$ cat src/rtl/mlt_pkg.sv
// ----------------------------------------------------------------------------
// mlt_pkg
// Types and codes shared by the learning table cells and the top level.
// ----------------------------------------------------------------------------
package mlt_pkg;

   localparam logic [2:0] FUNC_LEARN  = 3'd0;
   localparam logic [2:0] FUNC_LOOKUP = 3'd1;
   localparam logic [2:0] FUNC_REMOVE = 3'd2;
   localparam logic [2:0] FUNC_AGE    = 3'd3;
   localparam logic [2:0] FUNC_CLEAR  = 3'd4;

   localparam logic [1:0] STATUS_OK   = 2'd0;
   localparam logic [1:0] STATUS_MISS = 2'd1;
   localparam logic [1:0] STATUS_FULL = 2'd2;

   localparam logic [31:0] AGING_LIMIT_RESET = 32'd300;

   typedef struct packed {
      logic [2:0]  func;
      logic [47:0] mac;
      logic [23:0] vni;
      logic [31:0] vtep_ip;
      logic [31:0] now;
   } req_type;

   typedef struct packed {
      logic [1:0]  status;
      logic [31:0] found_ip;
      logic [8:0]  expired_count;
      logic [8:0]  entry_count;
   } rsp_type;

   // Operation broadcast to every cell while a token walks the chain.
   typedef struct packed {
      logic [2:0]  func;
      logic [47:0] mac;
      logic [23:0] vni;
      logic [31:0] vtep_ip;
      logic [31:0] now;
      logic [31:0] limit;
      logic        commit;
   } cmd_type;

   // Token handed from cell to cell, one cell per cycle.
   typedef struct packed {
      logic        active;
      logic        hit;
      logic [31:0] hit_ip;
      logic        free_seen;
      logic [8:0]  aged;
   } token_type;

   typedef enum logic [1:0] {
      ST_IDLE,
      ST_WALK,
      ST_FINISH
   } state_type;

endpackage

$ cat src/rtl/mlt_cell.sv
// ----------------------------------------------------------------------------
// mlt_cell
// One table slot: holds an entry, applies the passing operation to it and
// forwards the updated token to the next slot.
// ----------------------------------------------------------------------------
module mlt_cell (
   input  logic               clock,
   input  logic               reset,
   input  mlt_pkg::cmd_type   cmd,
   input  mlt_pkg::token_type tok_prev,
   output mlt_pkg::token_type tok_next
);
   import mlt_pkg::*;

   logic        valid_ff, valid_in;
   logic        mark_ff, mark_in;
   logic [47:0] mac_ff, mac_in;
   logic [23:0] vni_ff, vni_in;
   logic [31:0] ip_ff, ip_in;
   logic [31:0] stamp_ff, stamp_in;
   token_type   tok_ff, tok_in;

   logic        key_match;
   logic        too_old;
   logic [31:0] age;

   assign key_match = valid_ff && !tok_prev.hit && (mac_ff == cmd.mac)
                      && (vni_ff == cmd.vni);
   assign age       = cmd.now - stamp_ff;
   assign too_old   = valid_ff && (age > cmd.limit);

   always_comb begin
      valid_in = valid_ff;
      mark_in  = mark_ff;
      mac_in   = mac_ff;
      vni_in   = vni_ff;
      ip_in    = ip_ff;
      stamp_in = stamp_ff;
      tok_in   = tok_prev;

      if (tok_prev.active) begin
         case (cmd.func)
            FUNC_LEARN: begin
               // remember whether this is the lowest free slot seen so far
               mark_in = !valid_ff && !tok_prev.free_seen;
               if (!valid_ff) begin
                  tok_in.free_seen = 1'b1;
               end
               if (key_match) begin
                  ip_in      = cmd.vtep_ip;
                  stamp_in   = cmd.now;
                  tok_in.hit = 1'b1;
               end
            end
            FUNC_LOOKUP: begin
               if (key_match) begin
                  tok_in.hit    = 1'b1;
                  tok_in.hit_ip = ip_ff;
               end
            end
            FUNC_REMOVE: begin
               if (key_match) begin
                  valid_in   = 1'b0;
                  tok_in.hit = 1'b1;
               end
            end
            FUNC_AGE: begin
               if (too_old) begin
                  valid_in    = 1'b0;
                  tok_in.aged = tok_prev.aged + 9'd1;
               end
            end
            FUNC_CLEAR: begin
               valid_in = 1'b0;
            end
            default: begin
            end
         endcase
      end

      // insert a new key into the marked slot after a learn that missed
      if (cmd.commit && mark_ff) begin
         valid_in = 1'b1;
         mark_in  = 1'b0;
         mac_in   = cmd.mac;
         vni_in   = cmd.vni;
         ip_in    = cmd.vtep_ip;
         stamp_in = cmd.now;
      end
   end

   always_ff @(posedge clock) begin
      if (reset) begin
         valid_ff <= 1'b0;
         mark_ff  <= 1'b0;
         tok_ff   <= '0;
      end else begin
         valid_ff <= valid_in;
         mark_ff  <= mark_in;
         tok_ff   <= tok_in;
      end
   end

   always_ff @(posedge clock) begin
      mac_ff   <= mac_in;
      vni_ff   <= vni_in;
      ip_ff    <= ip_in;
      stamp_ff <= stamp_in;
   end

   assign tok_next = tok_ff;

endmodule

$ cat config.mk
export PLATFORM = sky130hd
export DESIGN_NAME = mlt_cell
export DESIGN_NICKNAME = d
export VERILOG_FILES = /design/src/rtl/mlt_pkg.sv /design/src/rtl/mlt_cell.sv
export SDC_FILE = /design/constraint.sdc
export NUM_CORES = 1
export LEC_CHECK = 0
export BUFFER_PORTS_ARGS = -buffer_cell sky130_fd_sc_hd__buf_2
export CAP_MARGIN = 40
export CORE_UTILIZATION = 57
export DETAILED_ROUTE_END_ITERATION = 7
export HOLD_SLACK_MARGIN = 0.05
export PLACE_DENSITY = 0.94
export SETUP_SLACK_MARGIN = 0.15
export SYNTH_ARGS = -nofsm -noshare
export SYNTH_HDL_FRONTEND = slang
export SYNTH_SLANG_ARGS = --single-unit
$ cat constraint.sdc
create_clock -name clock -period 20 [get_ports clock]
set_input_delay 4 -clock clock [delete_from_list [all_inputs] [get_ports clock]]
set_output_delay 4 -clock clock [all_outputs]
set_load 0.02 [all_outputs]
# Word level (Yosys, flattened, before mapping)
# Cells that the tools add are included.
# op_classes
order_cmp	1
add_sub_neg	2
mux	22
n_reduce_logical	19
n_eq_ne	8
# op_table
cell	n
32-bit two-way mux	9
48-bit == test	1
43-bit two-way mux	1
33-bit two-way mux	1
32-bit > comparator	1
32-bit subtractor	1
24-bit == test	1
9-bit two-way mux	2
9-bit by 1-bit adder with 9-bit output, second input constant	1
1-bit two-way mux	7
3-bit by 2-bit == test with 1-bit output, second input constant	2
1-bit logical AND	6
3-bit != test, second input constant	2
2-bit nonzero test	3
4-bit AND reduction	1
4-bit nonzero test	1
2-bit OR reduction	2
3-bit by 1-bit == test with 1-bit output, second input constant	1
3-bit == test, second input constant	1
1-bit zero test	3
3-bit zero test	1
1-bit one-hot mux with 3 select lines	1
3-bit AND reduction	1
1-bit one-hot mux with 2 select lines	1
2-bit AND reduction	1
# totals
ff_bits	182
out_inout_bits	44
wordCells	63
input_bits	218

# Longest topological paths before layout
# Gate-level depths: netlist (run 1).
# depth
word_depth	8
mapped_depth	23

# Worst setup path after synthesis (run 1)
# No wires, ideal clock.
# synth_timing
path_kind	input port to flip-flop
from	in cmd[106] (netlist bit)
to	reg ip_ff[0] (enable)
setup_ns	0.574
stages	8
path_buffers	0
path_slack_ns	9.734
t_arrival_ns	9.691
cell_sequence	xnor2_1 o221ai_1 a2111o_1 nor4_2 nand4_1 nor3_2 inv_1 o21ai_0
# synth_between
elab_chain_cells	4
# synth_lines
item	line	text
start: declaration	mlt_cell.sv:9	input mlt_pkg::cmd_type cmd,
24-bit == test	mlt_cell.sv:28	&& (vni_ff == cmd.vni);
1-bit logical AND	mlt_cell.sv:28	
2-bit nonzero test (no line)	--	
3-bit AND reduction (no line)	--	
end signal: assignment	mlt_cell.sv:107	ip_ff <= ip_in;
end: declaration	mlt_cell.sv:19	logic [31:0] ip_ff, ip_in;
# No other way between the ends.
# A chain may end at the register's enable or synchronous reset.

# Worst setup path after layout (run 1)
# layout_timing
from	in cmd[33] (netlist bit)
to	reg tok_ff, in the netlist tok_next[8]
# layout_between
elab_chain_cells	6
# layout_lines
item	line	text
32-bit subtractor	mlt_cell.sv:29	assign age = cmd.now - stamp_ff;
32-bit > comparator	mlt_cell.sv:30	assign too_old = valid_ff && (age > cmd.limit);
1-bit logical AND	mlt_cell.sv:30	
9-bit two-way mux	mlt_cell.sv:68	if (too_old) begin
9-bit two-way mux	mlt_cell.sv:42	case (cmd.func)
43-bit two-way mux	mlt_cell.sv:41	if (tok_prev.active) begin
end signal: assignment	mlt_cell.sv:100	tok_ff <= tok_in;
end: declaration	mlt_cell.sv:21	token_type tok_ff, tok_in;
# No other way between the ends.

==> summary.md, run 1 <==
| Metric | Value |
|---|---|
| Layout cell share with drive strength beyond 1 | `29.5%` |
| Nets | `1,329` |
| Number of buffers created by CTS | `17` |
| Reg clk slew, reported paths | `70 ps` |
| Buffers on Ports | `261` |
| Detailed router's first-iteration violation count | `392` |
| Rel. slew slack | `42.9%` |
| Postcts setup bufs | `0` |
| Final setup viols | `0` |
| Maximum clock rate | `roughly 120 MHz` |
| Die Ht | `128 um` |
| Final worst path period share | `42.6%` |
| Largest area contributor in the synthesized netlist | `edfxtp_1` |
| CTS root buffer | `clkbuf_16` |
| Hold-fix buffers at CTS | `0` |
| CP Capture Type | `flop` |
| Synth cell count leaders | `edfxtp_1 (136), inv_1 (86), ha_1 (64), nor2_1 (58), xnor2_1 (47)` |
| Adder-cell share of the synthesized area | `9.00%` |
| Gate count of the mapped netlist | `approximately 770` |
| Detail Route Antenna Nets | `0` |
| Post-Synth Simple-Gate Area | `9.38%` |
| Syn Area/Cell | `about 12 sq um` |
| DIE AREA | `~0.017 sq mm` |
| Gr usage total | `~27%` |
| Top cell type's share of synthesized area | `44.8%` |
| Sequential Area | `0.00500 sq mm` |
| Endpoints failing hold | `0` |
| Initial Util | `59.1%` |
| First-pass GRT wire length | `approximately 34,000 um` |
| Ys flop type | `edfxtp_1` |
| Maximum vdd ir drop | `57.2 uV` |
| H-tree depth | `4` |
| Final clock skew | `11.0 ps` |
| Via count | `7,021` |
| Syn nets | `approximately 1.1k` |
| # rows | `between 40 and 50` |
| Worst Path Required | `20,340 ps` |
| Clock sink count | `182` |
| Most common cell in the netlist | `edfxtp_1` |
| Pin count of the biggest net entering global routing | `52` |
| Multi-input gate area | `0.00375 sq mm` |
| Worst slew pin tran | `~860 ps` |
| CTS max path bufs | `2` |
| Design Area, Final | `0.0113 sq mm` |
| Layout overhead on the synthesized area | `24.3%` |
| Total Power | `865 uW` |
| Number of synthesized flops with an enable pin | `between 100 and 150` |
| Fillers | `1,044` |
| I/O pins | `about 260` |
| # resized after CTS | `0` |
| Dpl cell area | `0.0107 sq mm` |
| TritonCTS clock tree | `done` |
| Fin crit period | `8520 ps` |
| Largest family of logic cells by synthesized area | `compound AO/OA/AOI/OAI gates` |
| Worst Path Max Fanout | `7` |
| Final WL | `approximately 22,000 um` |
| Core ar. | `0.0154 sq mm` |
| Ys Warns | `0` |
| Placed wire-length estimate | `17,000 um` |
| DR pass1 iterations | `4` |
| Synth Area in XOR/XNOR | `8.26%` |
| Crit path DAT | `between 8000 and 9000 ps` |
| Mux cell area share after synthesis | `3.62%` |
| Grt ovf | `0` |
| Post-synth ARST share | `0%` |
| Leakage power | `5.22 nW` |
| TNS Setup | `0 ps` |
| Post-synthesis compound-gate area fraction | `10.7%` |
| Sequential share of the synthesized area | `54.9%` |
| Status | `complete, no violations` |
| Worst setup SP type | `input port` |
| Synth unique cells | `64` |
| Vias/cell | `roughly 5.5` |
| Chip width | `128 um` |
| Max Slew Vio Count | `0` |
| Vias in the first global route | `about 7k` |
| Synth area leaders | `edfxtp_1 (45%), dfxtp_1 (10%), ha_1 (8.8%), xnor2_1 (4.5%), xor2_1 (3.7%)` |
| Cell Area, Synth | `0.00912 sq mm` |
| PD cells | `76.3 mW/mm^2` |
| DRC errors left | `0` |
| Worst Hold Class | `flop to flop` |
| MaxCap Viol Count | `0` |
| Final GP Congestion | `between 0.9 and 1` |
| RSZ-0062 raised after global routing | `false` |
| Setup CP Type | `input port to flop` |
| Worst hold slack | `483 ps` |
| Initial antenna violation count | `5` |
| Worst skew pair latency | `between 400 and 500 ps` |
| Routed WL per cell | `17.4 um` |
| Number of synthesized register bits | `182` |
## power by group
group          total (mW)  switching [mW]  internal (mW)
Combinational       0.114          0.0618         0.0517
Sequential          0.414         0.00188          0.412
Clock               0.337           0.158          0.180
## kinds of logic (layout without fill, tap and decap cells)
| kind of cell | after synthesis | after routing |
|---|---|---|
| fa+ha+maj | 65 | 65 |
| other cells | 0 | 7 |
| xor+xnor | 86 | 86 |
| compound gates | 141 | 141 |
| simple gates | 166 | 166 |
| flops | 182 | 182 |
| buf+inv | 100 | 386 |
| mux | 33 | 33 |
## path summary, 6_finish.rpt
| check | startpoint | cells past startpoint | end | slack (ps) |
|---|---|---|---|---|
| setup / recovery | cmd[33] | 22 | tok_next[8]$_SDFF_PP0_ | 11480 |
| hold / removal | ip_ff[0]$_DFFE_PP_ | 2 | tok_next[10]$_SDFF_PP0_ | 480 |
| setup reg to reg | stamp_ff[0]$_DFFE_PP_ | 20 | tok_next[8]$_SDFF_PP0_ | 14900 |
| hold reg to reg | ip_ff[0]$_DFFE_PP_ | 2 | tok_next[10]$_SDFF_PP0_ | 480 |
## registers in the layout (all words and copies together) (netlist names)
register / count
stamp_ff: 32
mac_ff: 48
tok_next: 44
vni_ff: 24
valid_ff: 1
ip_ff: 32
mark_ff: 1
## layer usage
metal | wire length (um) | global-route usage, % | vias up
met5 | 0 | 0 | -
met4 | 344 | 8.79 | 0
met3 | 1950 | 7.94 | 35
met2 | 11400 | 48.6 | 303
met1 | 8430 | 31.3 | 3316
li1 | - | - | 3367
## layout make-up
class                      instances  share of cell area (%)
clock buffer                      17                    3.75
timing repair buffer             265                    12.0
multi-input combinational        491                    33.0
tap                              211                    2.33
sequential                       182                    44.1
antenna                            7                   0.154
clock inverter                    15                    1.62
inverter                          89                    2.95
## worst max-delay path, cell delays in order
cell      delay, ps
buf_2           110
inv_1            60
ha_1            180
inv_1            60
fa_1            420
a211oi_2        190
o21bai_1        110
or4_4           490
a21oi_2         200
o21a_2          200
a31oi_2         140
a211o_1         300
a21oi_2         150
xnor2_1          90
ha_1            310
nand4_1         110
nor2_1          220
nand4_1         110
o21ai_1         420
nand4_1         300
or4_1           530
a21oi_1         160
## cell usage in the layout, fill, tap and decap left out, types with 6 or more instances in the layout
master / n
a21o_1: 22
a21oi_1: 36
a221o_1: 6
buf_2: 261
clkbuf_16: 17
dfxtp_1: 46
diode_2: 7
edfxtp_1: 136
ha_1: 64
inv_1: 85
mux2i_1: 33
nand2_1: 17
nand3_1: 15
nand4_1: 23
nor2_1: 58
nor2b_1: 10
nor3_1: 6
nor4_1: 11
o21a_1: 7
o21ai_0: 15
xnor2_1: 47
xor2_1: 39
## per-stage QoR
stage | utilization (%) | instances | setup WS [ps]
final | 73.5 | 1277 | 11480
after global routing | 73.4 | 1272 | 11140
after CTS | 73.4 | 1270 | 11530
after detailed placement | 69.4 | 1238 | 11140
after global placement | 69.2 | 1236 | 11300
after floorplan | - | 773 | 9730
No activity file was read; power rests on OpenSTA's default activity.
==> run 2, diff against run 1 <==
--- a/config.mk
+++ b/config.mk
@@ -7,10 +7,10 @@
 export LEC_CHECK = 0
 export BUFFER_PORTS_ARGS = -buffer_cell sky130_fd_sc_hd__buf_2
 export CAP_MARGIN = 40
-export CORE_UTILIZATION = 57
+export CORE_UTILIZATION = 47
 export DETAILED_ROUTE_END_ITERATION = 7
 export HOLD_SLACK_MARGIN = 0.05
-export PLACE_DENSITY = 0.94
+export PLACE_DENSITY = 0.83
 export SETUP_SLACK_MARGIN = 0.15
 export SYNTH_ARGS = -nofsm -noshare
 export SYNTH_HDL_FRONTEND = slang
==> constraint.sdc (replaced) <==
create_clock -name clock -period 7.8 [get_ports clock]
set_input_delay 1.56 -clock clock [delete_from_list [all_inputs] [get_ports clock]]
set_output_delay 1.56 -clock clock [all_outputs]
set_load 0.02 [all_outputs]
==> run 2 against run 1 <==
Against the previous run:
- sequential power rose to 2.6 times the previous value
- combinational power grew to 2.5 times the previous value
- worst hold slack worse by 5.1 ps
- via count decreased by 2.5%
- die area rose by 21%
- largest cell class unchanged
- design area up 0.42%
- clock skew is 9.5 ps higher
- global-route usage shrank 5.2 points
- sequential cell count stayed put
==> summary.md, run 2 (synthesized netlist as in run 1, its figures left out) <==
| Metric | Value |
|---|---|
| Status | `complete, no violations` |
| Clock sink count | `182` |
| I/O pins | `262` |
| R2R depth | `20` |
| Pin count of the biggest net entering global routing | `74` |
| Buffers on Ports | `around 260` |
| Worst setup margin | `1740 ps` |
| Detail Route Antenna Nets | `0` |
| Most frequent cells in the layout | `buf_2 (261), edfxtp_1 (136), inv_1 (85)` |
| Grt ovf | `0` |
| Initial Util | `48.3%` |
| Vias in the first global route | `6,920` |
| Slack of the worst reg-to-reg path | `2720 ps` |
| Logic pwr share | `roughly an eighth` |
| Clock share of power | `39.5%` |
| TritonCTS clock tree | `done` |
| Detailed router's first-iteration violation count | `386` |
| Via count | `between 6k and 7k` |
| Endpoints failing hold | `0` |
| Reg clk slew, reported paths | `70 ps` |
| Max Slew Vio Count | `0` |
| Final Util | `around three fifths` |
| DR pass1 iterations | `5` |
| CTS max path bufs | `2` |
| CP startpoint | `cmd[33]` |
| RSZ-0062 raised after global routing | `false` |
| Most common cell after layout, fill and taps aside | `buf_2` |
| Setup Slack @ Placement | `1400 ps` |
| Number of buffers created by CTS | `17` |
| Dpl cell area | `0.0108 sq mm` |
| First-pass GRT wire length | `33,600 um` |
| Fin crit period | `6060 ps` |
| Hold Path Depth | `2` |
| Layout overhead on the synthesized area | `24.8%` |
| Core ar. | `0.0189 sq mm` |
| # rows | `50` |
| Leakage power | `5.23 nW` |
| Worst Path Required | `8160 ps` |
| # resized after CTS | `0` |
| Hold-fix buffers at CTS | `0` |
| Worst setup SP type | `input port` |
| Final worst path period share | `77.6%` |
| DIE AREA | `0.0200 sq mm` |
| PD cells | `196 mW/mm^2` |
| Worst reg2reg path startpoint | `stamp_ff[0]$_DFFE_PP_` |
| Final setup viols | `0` |
| Design Area, Final | `0.0114 sq mm` |
| Postcts setup bufs | `0` |
| Maximum vdd ir drop | `152 uV` |
| Maximum clock rate | `165 MHz` |
| Most flop-heavy register | `mac_ff` |
| Layout cell share with drive strength beyond 1 | `between 20 and 30%` |
| H-tree depth | `4` |
| Sw power | `between 500 and 600 uW` |
| Die Ht | `around 140 um` |
| CTS root buffer | `clkbuf_16` |
| Rel. slew slack | `about two fifths` |
| Reg power frac | `a little under half` |
| Setup CP Type | `input port to flop` |
| CP Capture Point | `tok_next[8]$_SDFF_PP0_` |
| Vias/cell | `5.18` |
| Worst Hold Class | `flop to flop` |
| CP Capture Type | `flop` |
| Max FFs per register | `48` |
| Routed WL per cell | `around 16 um` |
| Chip width | `141 um` |
| Cell Int Power | `1.66 mW` |
| Final clock skew | `around 20 ps` |
| Worst slew pin tran | `893 ps` |
| Crit path DAT | `6420 ps` |
| Gr usage total | `22.0%` |
| Sw Ratio | `25.7%` |
| Final WL | `21,600 um` |
| Reg-to-reg endpoint | `tok_next[8]$_SDFF_PP0_` |
| Nets | `~1.3k` |
| Initial antenna violation count | `0` |
| Final GP Congestion | `roughly 0.90` |
| Placed wire-length estimate | `16,900 um` |
| Worst Path Max Fanout | `7` |
| TNS Setup | `0 ps` |
| MaxCap Viol Count | `0` |
| DRC errors left | `0` |
| Worst skew pair latency | `440 ps` |
## run 2: through the flow
step | hold slack, ps | instances | total power [mW]
after floorplan | 453 | 773 | 1.25
after global placement | 456 | 1286 | 1.36
after detailed placement | 465 | 1287 | 1.37
after CTS | 484 | 1319 | 2.25
after global routing | 514 | 1319 | 2.32
final | 478 | 1320 | 2.23
## run 2: worst min-delay path by stage
stage               slack [ps]                      end           startpoint
detailed placement         470  tok_next[33]$_SDFF_PP0_  ip_ff[23]$_DFFE_PP_
CTS                        480  tok_next[31]$_SDFF_PP0_  ip_ff[21]$_DFFE_PP_
global route               510  tok_next[33]$_SDFF_PP0_  ip_ff[23]$_DFFE_PP_
finish                     480  tok_next[31]$_SDFF_PP0_  ip_ff[21]$_DFFE_PP_
floorplan                  450  tok_next[10]$_SDFF_PP0_   ip_ff[0]$_DFFE_PP_
global placement           460  tok_next[38]$_SDFF_PP0_  ip_ff[28]$_DFFE_PP_
## run 2: layout make-up
class | instances | area, sq um
multi-input cells | 491 | 3750
clock buffers | 18 | 439
diodes | 1 | 2.50
repair buffers | 265 | 1360
fillers | 1559 | 7510
flip-flops and latches | 182 | 5000
clock inverters | 14 | 176
inverters | 89 | 334
well taps | 260 | 325
## run 2: metal layers
metal | share of wire (%) | GRT usage [%] | up-vias
met4 | 2.6 | 8.70 | 0
met1 | 42 | 27.3 | 3182
met3 | 7.4 | 5.57 | 38
li1 | - | - | 3353
met5 | 0 | 0 | -
met2 | 48 | 36.9 | 269
## run 2: critical path, stage by stage
cell and delay [ps]:
buf_2 120, inv_1 50, ha_1 160, inv_1 60
fa_1 430, a211oi_2 210, o21bai_1 110, or4_4 500
a21oi_2 190, o21a_2 210, a31oi_2 130, a211o_1 290
a21oi_2 140, xnor2_1 80, ha_1 290, nand4_1 100
nor2_1 210, nand4_1 110, o21ai_1 430, nand4_1 330
or4_1 540, a21oi_1 140
## run 2: power by group through the flow
stage	clock network, mW	registers, mW	logic, mW
2_1_floorplan	0	1.10	0.150
3_3_place_gp	0	1.08	0.274
3_5_place_dp	0	1.08	0.285
4_1_cts	0.901	1.06	0.288
5_1_grt	0.938	1.06	0.320
6_report	0.882	1.06	0.289
==> run 3, diff against run 2 <==
--- a/config.mk
+++ b/config.mk
@@ -7,10 +7,10 @@
 export LEC_CHECK = 0
 export BUFFER_PORTS_ARGS = -buffer_cell sky130_fd_sc_hd__buf_2
 export CAP_MARGIN = 40
-export CORE_UTILIZATION = 47
+export CORE_UTILIZATION = 53
 export DETAILED_ROUTE_END_ITERATION = 7
 export HOLD_SLACK_MARGIN = 0.05
-export PLACE_DENSITY = 0.83
+export PLACE_DENSITY = 0.88
 export SETUP_SLACK_MARGIN = 0.15
 export SYNTH_ARGS = -nofsm -noshare
 export SYNTH_HDL_FRONTEND = slang
==> constraint.sdc (replaced) <==
create_clock -name clock -period 5.6 [get_ports clock]
set_input_delay 1.12 -clock clock [delete_from_list [all_inputs] [get_ports clock]]
set_output_delay 1.12 -clock clock [all_outputs]
set_load 0.02 [all_outputs]
==> run 3 against run 2 <==
Against the previous run:
- design area down 0.48%
- count of clock-buffer cells in the layout down 1
- combinational power up 39%
- critical path depth up 1
- register-to-register slack worse by 1800 ps
- via count down 0.48%
- core utilization up 7.6 points
- first-iteration DRC count down 30%
- sequential power up 40%
- global-route usage up 2.3 points
- total power up 36%
- clock power up 30%
==> summary.md, run 3 (synthesized netlist as in run 1, its figures left out) <==
| Metric | Value |
|---|---|
| MaxCap Viol Count | `0` |
| # rows | `47` |
| Number of buffers created by CTS | `17` |
| Worst skew pair latency | `~420 ps` |
| Setup CP Type | `input port to flop` |
| I/O pins | `262` |
| Most frequent cells in the layout | `buf_2 (261), edfxtp_1 (136), inv_1 (85)` |
| Status | `complete, no violations` |
| Routed WL per cell | `16.4 um` |
| Worst hold slack | `approximately 480 ps` |
| Hold Path Depth | `2` |
| Worst Hold Class | `flop to flop` |
| Worst setup margin | `429 ps` |
| Clock sink count | `182` |
| Max FFs per register | `48` |
| Final GP Congestion | `approximately 0.9` |
| Die Ht | `133 um` |
| Pin count of the biggest net entering global routing | `56` |
| Initial antenna violation count | `7` |
| Most flop-heavy register | `mac_ff` |
| Crit path DAT | `around 5500 ps` |
| Buffers on Ports | `261` |
| Final Non-Filler Cells | `1,285` |
| CTS root buffer | `clkbuf_16` |
| Logic pwr share | `13.2%` |
| Detail Route Antenna Nets | `0` |
| Final worst path period share | `92.3%` |
| Placed wire-length estimate | `between 15,000 and 20,000 um` |
| Rel. slew slack | `43.1%` |
| R2R depth | `21` |
| Slack of the worst reg-to-reg path | `940 ps` |
| Reg power frac | `48.7%` |
| Clock share of power | `38.0%` |
| Fin crit period | `a little over 5000 ps` |
| Final Util | `67.8%` |
| Setup Slack @ Placement | `-81.8 ps` |
| Most common cell after layout, fill and taps aside | `buf_2` |
| Final WL | `21,000 um` |
| DIE AREA | `about 0.018 sq mm` |
| Sw Ratio | `25.6%` |
| Multi-input gate area | `0.00375 sq mm` |
| Leakage power | `5.23 nW` |
| Gr usage total | `24.4%` |
| PD cells | `268 mW/mm^2` |
| DRC errors left | `0` |
| Postcts setup bufs | `0` |
| # resized after CTS | `0` |
| Reg clk slew, reported paths | `70 ps` |
| Sw power | `roughly 780 uW` |
| Vias/cell | `5.30` |
| Endpoints failing hold | `0` |
| Fillers | `1,266` |
| Placed insts | `~1.3k` |
| Core ar. | `0.0167 sq mm` |
| Worst Path Required | `between 5000 and 6000 ps` |
| Maximum vdd ir drop | `around 200 uV` |
| CP Capture Type | `flop` |
| Via count | `6,809` |
| Hold-fix buffers at CTS | `0` |
| Initial Util | `54.6%` |
| H-tree depth | `4` |
| CP startpoint | `cmd[33]` |
| Sequential Area | `0.00500 sq mm` |
| RSZ-0062 raised after global routing | `false` |
| Layout cell share with drive strength beyond 1 | `between 20 and 30%` |
| Detailed router's first-iteration violation count | `271` |
| Final clock skew | `13.9 ps` |
| TritonCTS clock tree | `done` |
| Vias in the first global route | `6,897` |
| Grt ovf | `0` |
| Max Slew Vio Count | `0` |
| First-pass GRT wire length | `33,100 um` |
| Total Power | `3.03 mW` |
| CP Capture Point | `tok_next[8]$_SDFF_PP0_` |
| Cell Int Power | `2.26 mW` |
| Nets | `1,332` |
| Worst Path Max Fanout | `3` |
| DR pass1 iterations | `4` |
| Worst setup SP type | `input port` |
| Maximum clock rate | `193 MHz` |
| Final setup viols | `0` |
| Worst reg2reg path startpoint | `stamp_ff[0]$_DFFE_PP_` |
| Layout overhead on the synthesized area | `24.2%` |
| Reg-to-reg endpoint | `tok_next[8]$_SDFF_PP0_` |
| Worst slew pin tran | `853 ps` |
| CTS max path bufs | `2` |
| Chip width | `133 um` |
[run 3: cell types whose count changed in the layout (fill, tap and decap cells not counted)]
| cell | delta |
|---|---|
| bufinv_16 | -1 |
| inv_8 | -1 |
| buf_12 | +1 |
| buf_4 | +3 |
| buf_16 | -1 |
| diode_2 | +2 |
| fa_2 | +1 |
| clkinv_8 | +1 |
| clkbuf_8 | -1 |
| fa_1 | -1 |
| inv_4 | +1 |
| clkinv_2 | +1 |
[run 3: final cells by class]
type	instances	area share, %
flip-flops and latches	182	44.2
multi-input cells	491	33.1
repair buffers	268	12.1
clock buffers	17	3.75
inverters	89	2.95
well taps	220	2.43
clock inverters	15	1.44
diodes	3	0.0663
[run 3: power groups by stage]
| stage | Clock (mW) | Sequential [mW] | Combinational [mW] |
|---|---|---|---|
| finish | 1.15 | 1.48 | 0.401 |
| global route | 1.23 | 1.48 | 0.447 |
| CTS | 1.18 | 1.48 | 0.401 |
| detailed placement | 0 | 1.51 | 0.397 |
| global placement | 0 | 1.51 | 0.384 |
| floorplan | 0 | 1.53 | 0.209 |
[run 3: metrics by stage]
stage / cell area (sq um) / TNS, ps
floorplan: 9120 / 0
global placement: 10700 / 0
detailed placement: 10700 / -163
CTS: 11300 / 0
global route: 11300 / 0
finish: 11300 / 0
[run 3: worst min-delay path by stage]
| stage | start | end | slack, ps |
|---|---|---|---|
| 6_report | ip_ff[23]$_DFFE_PP_ | tok_next[33]$_SDFF_PP0_ | 480 |
| 4_1_cts | ip_ff[5]$_DFFE_PP_ | tok_next[15]$_SDFF_PP0_ | 480 |
| 3_5_place_dp | ip_ff[23]$_DFFE_PP_ | tok_next[33]$_SDFF_PP0_ | 470 |
| 3_3_place_gp | ip_ff[30]$_DFFE_PP_ | tok_next[40]$_SDFF_PP0_ | 460 |
| 5_1_grt | ip_ff[9]$_DFFE_PP_ | tok_next[19]$_SDFF_PP0_ | 520 |
| 2_1_floorplan | ip_ff[0]$_DFFE_PP_ | tok_next[10]$_SDFF_PP0_ | 450 |
[run 3: worst max-delay path, cell delays in order]
cell	delay [ps]
buf_2	100
inv_1	50
ha_1	170
inv_1	60
fa_2	390
a211oi_2	210
o21bai_1	120
or4_4	500
a21oi_2	200
o21a_2	190
a31oi_2	120
a211o_1	300
a21oi_2	150
xnor2_1	130
ha_1	260
nand4_1	90
nor2_1	80
nand4_1	110
and3_1	180
and4b_1	240
nand4_1	120
or4_1	480
a21oi_1	150
[run 3: metal layers]
metal  GRT usage [%]  part of all wire (%)  vias up
li1                -                     -     3364
met1            28.8                    42     3185
met2            43.0                    49      222
met3            6.20                   7.4       34
met4            8.59                   2.1        4
met5               0                  0.13        -
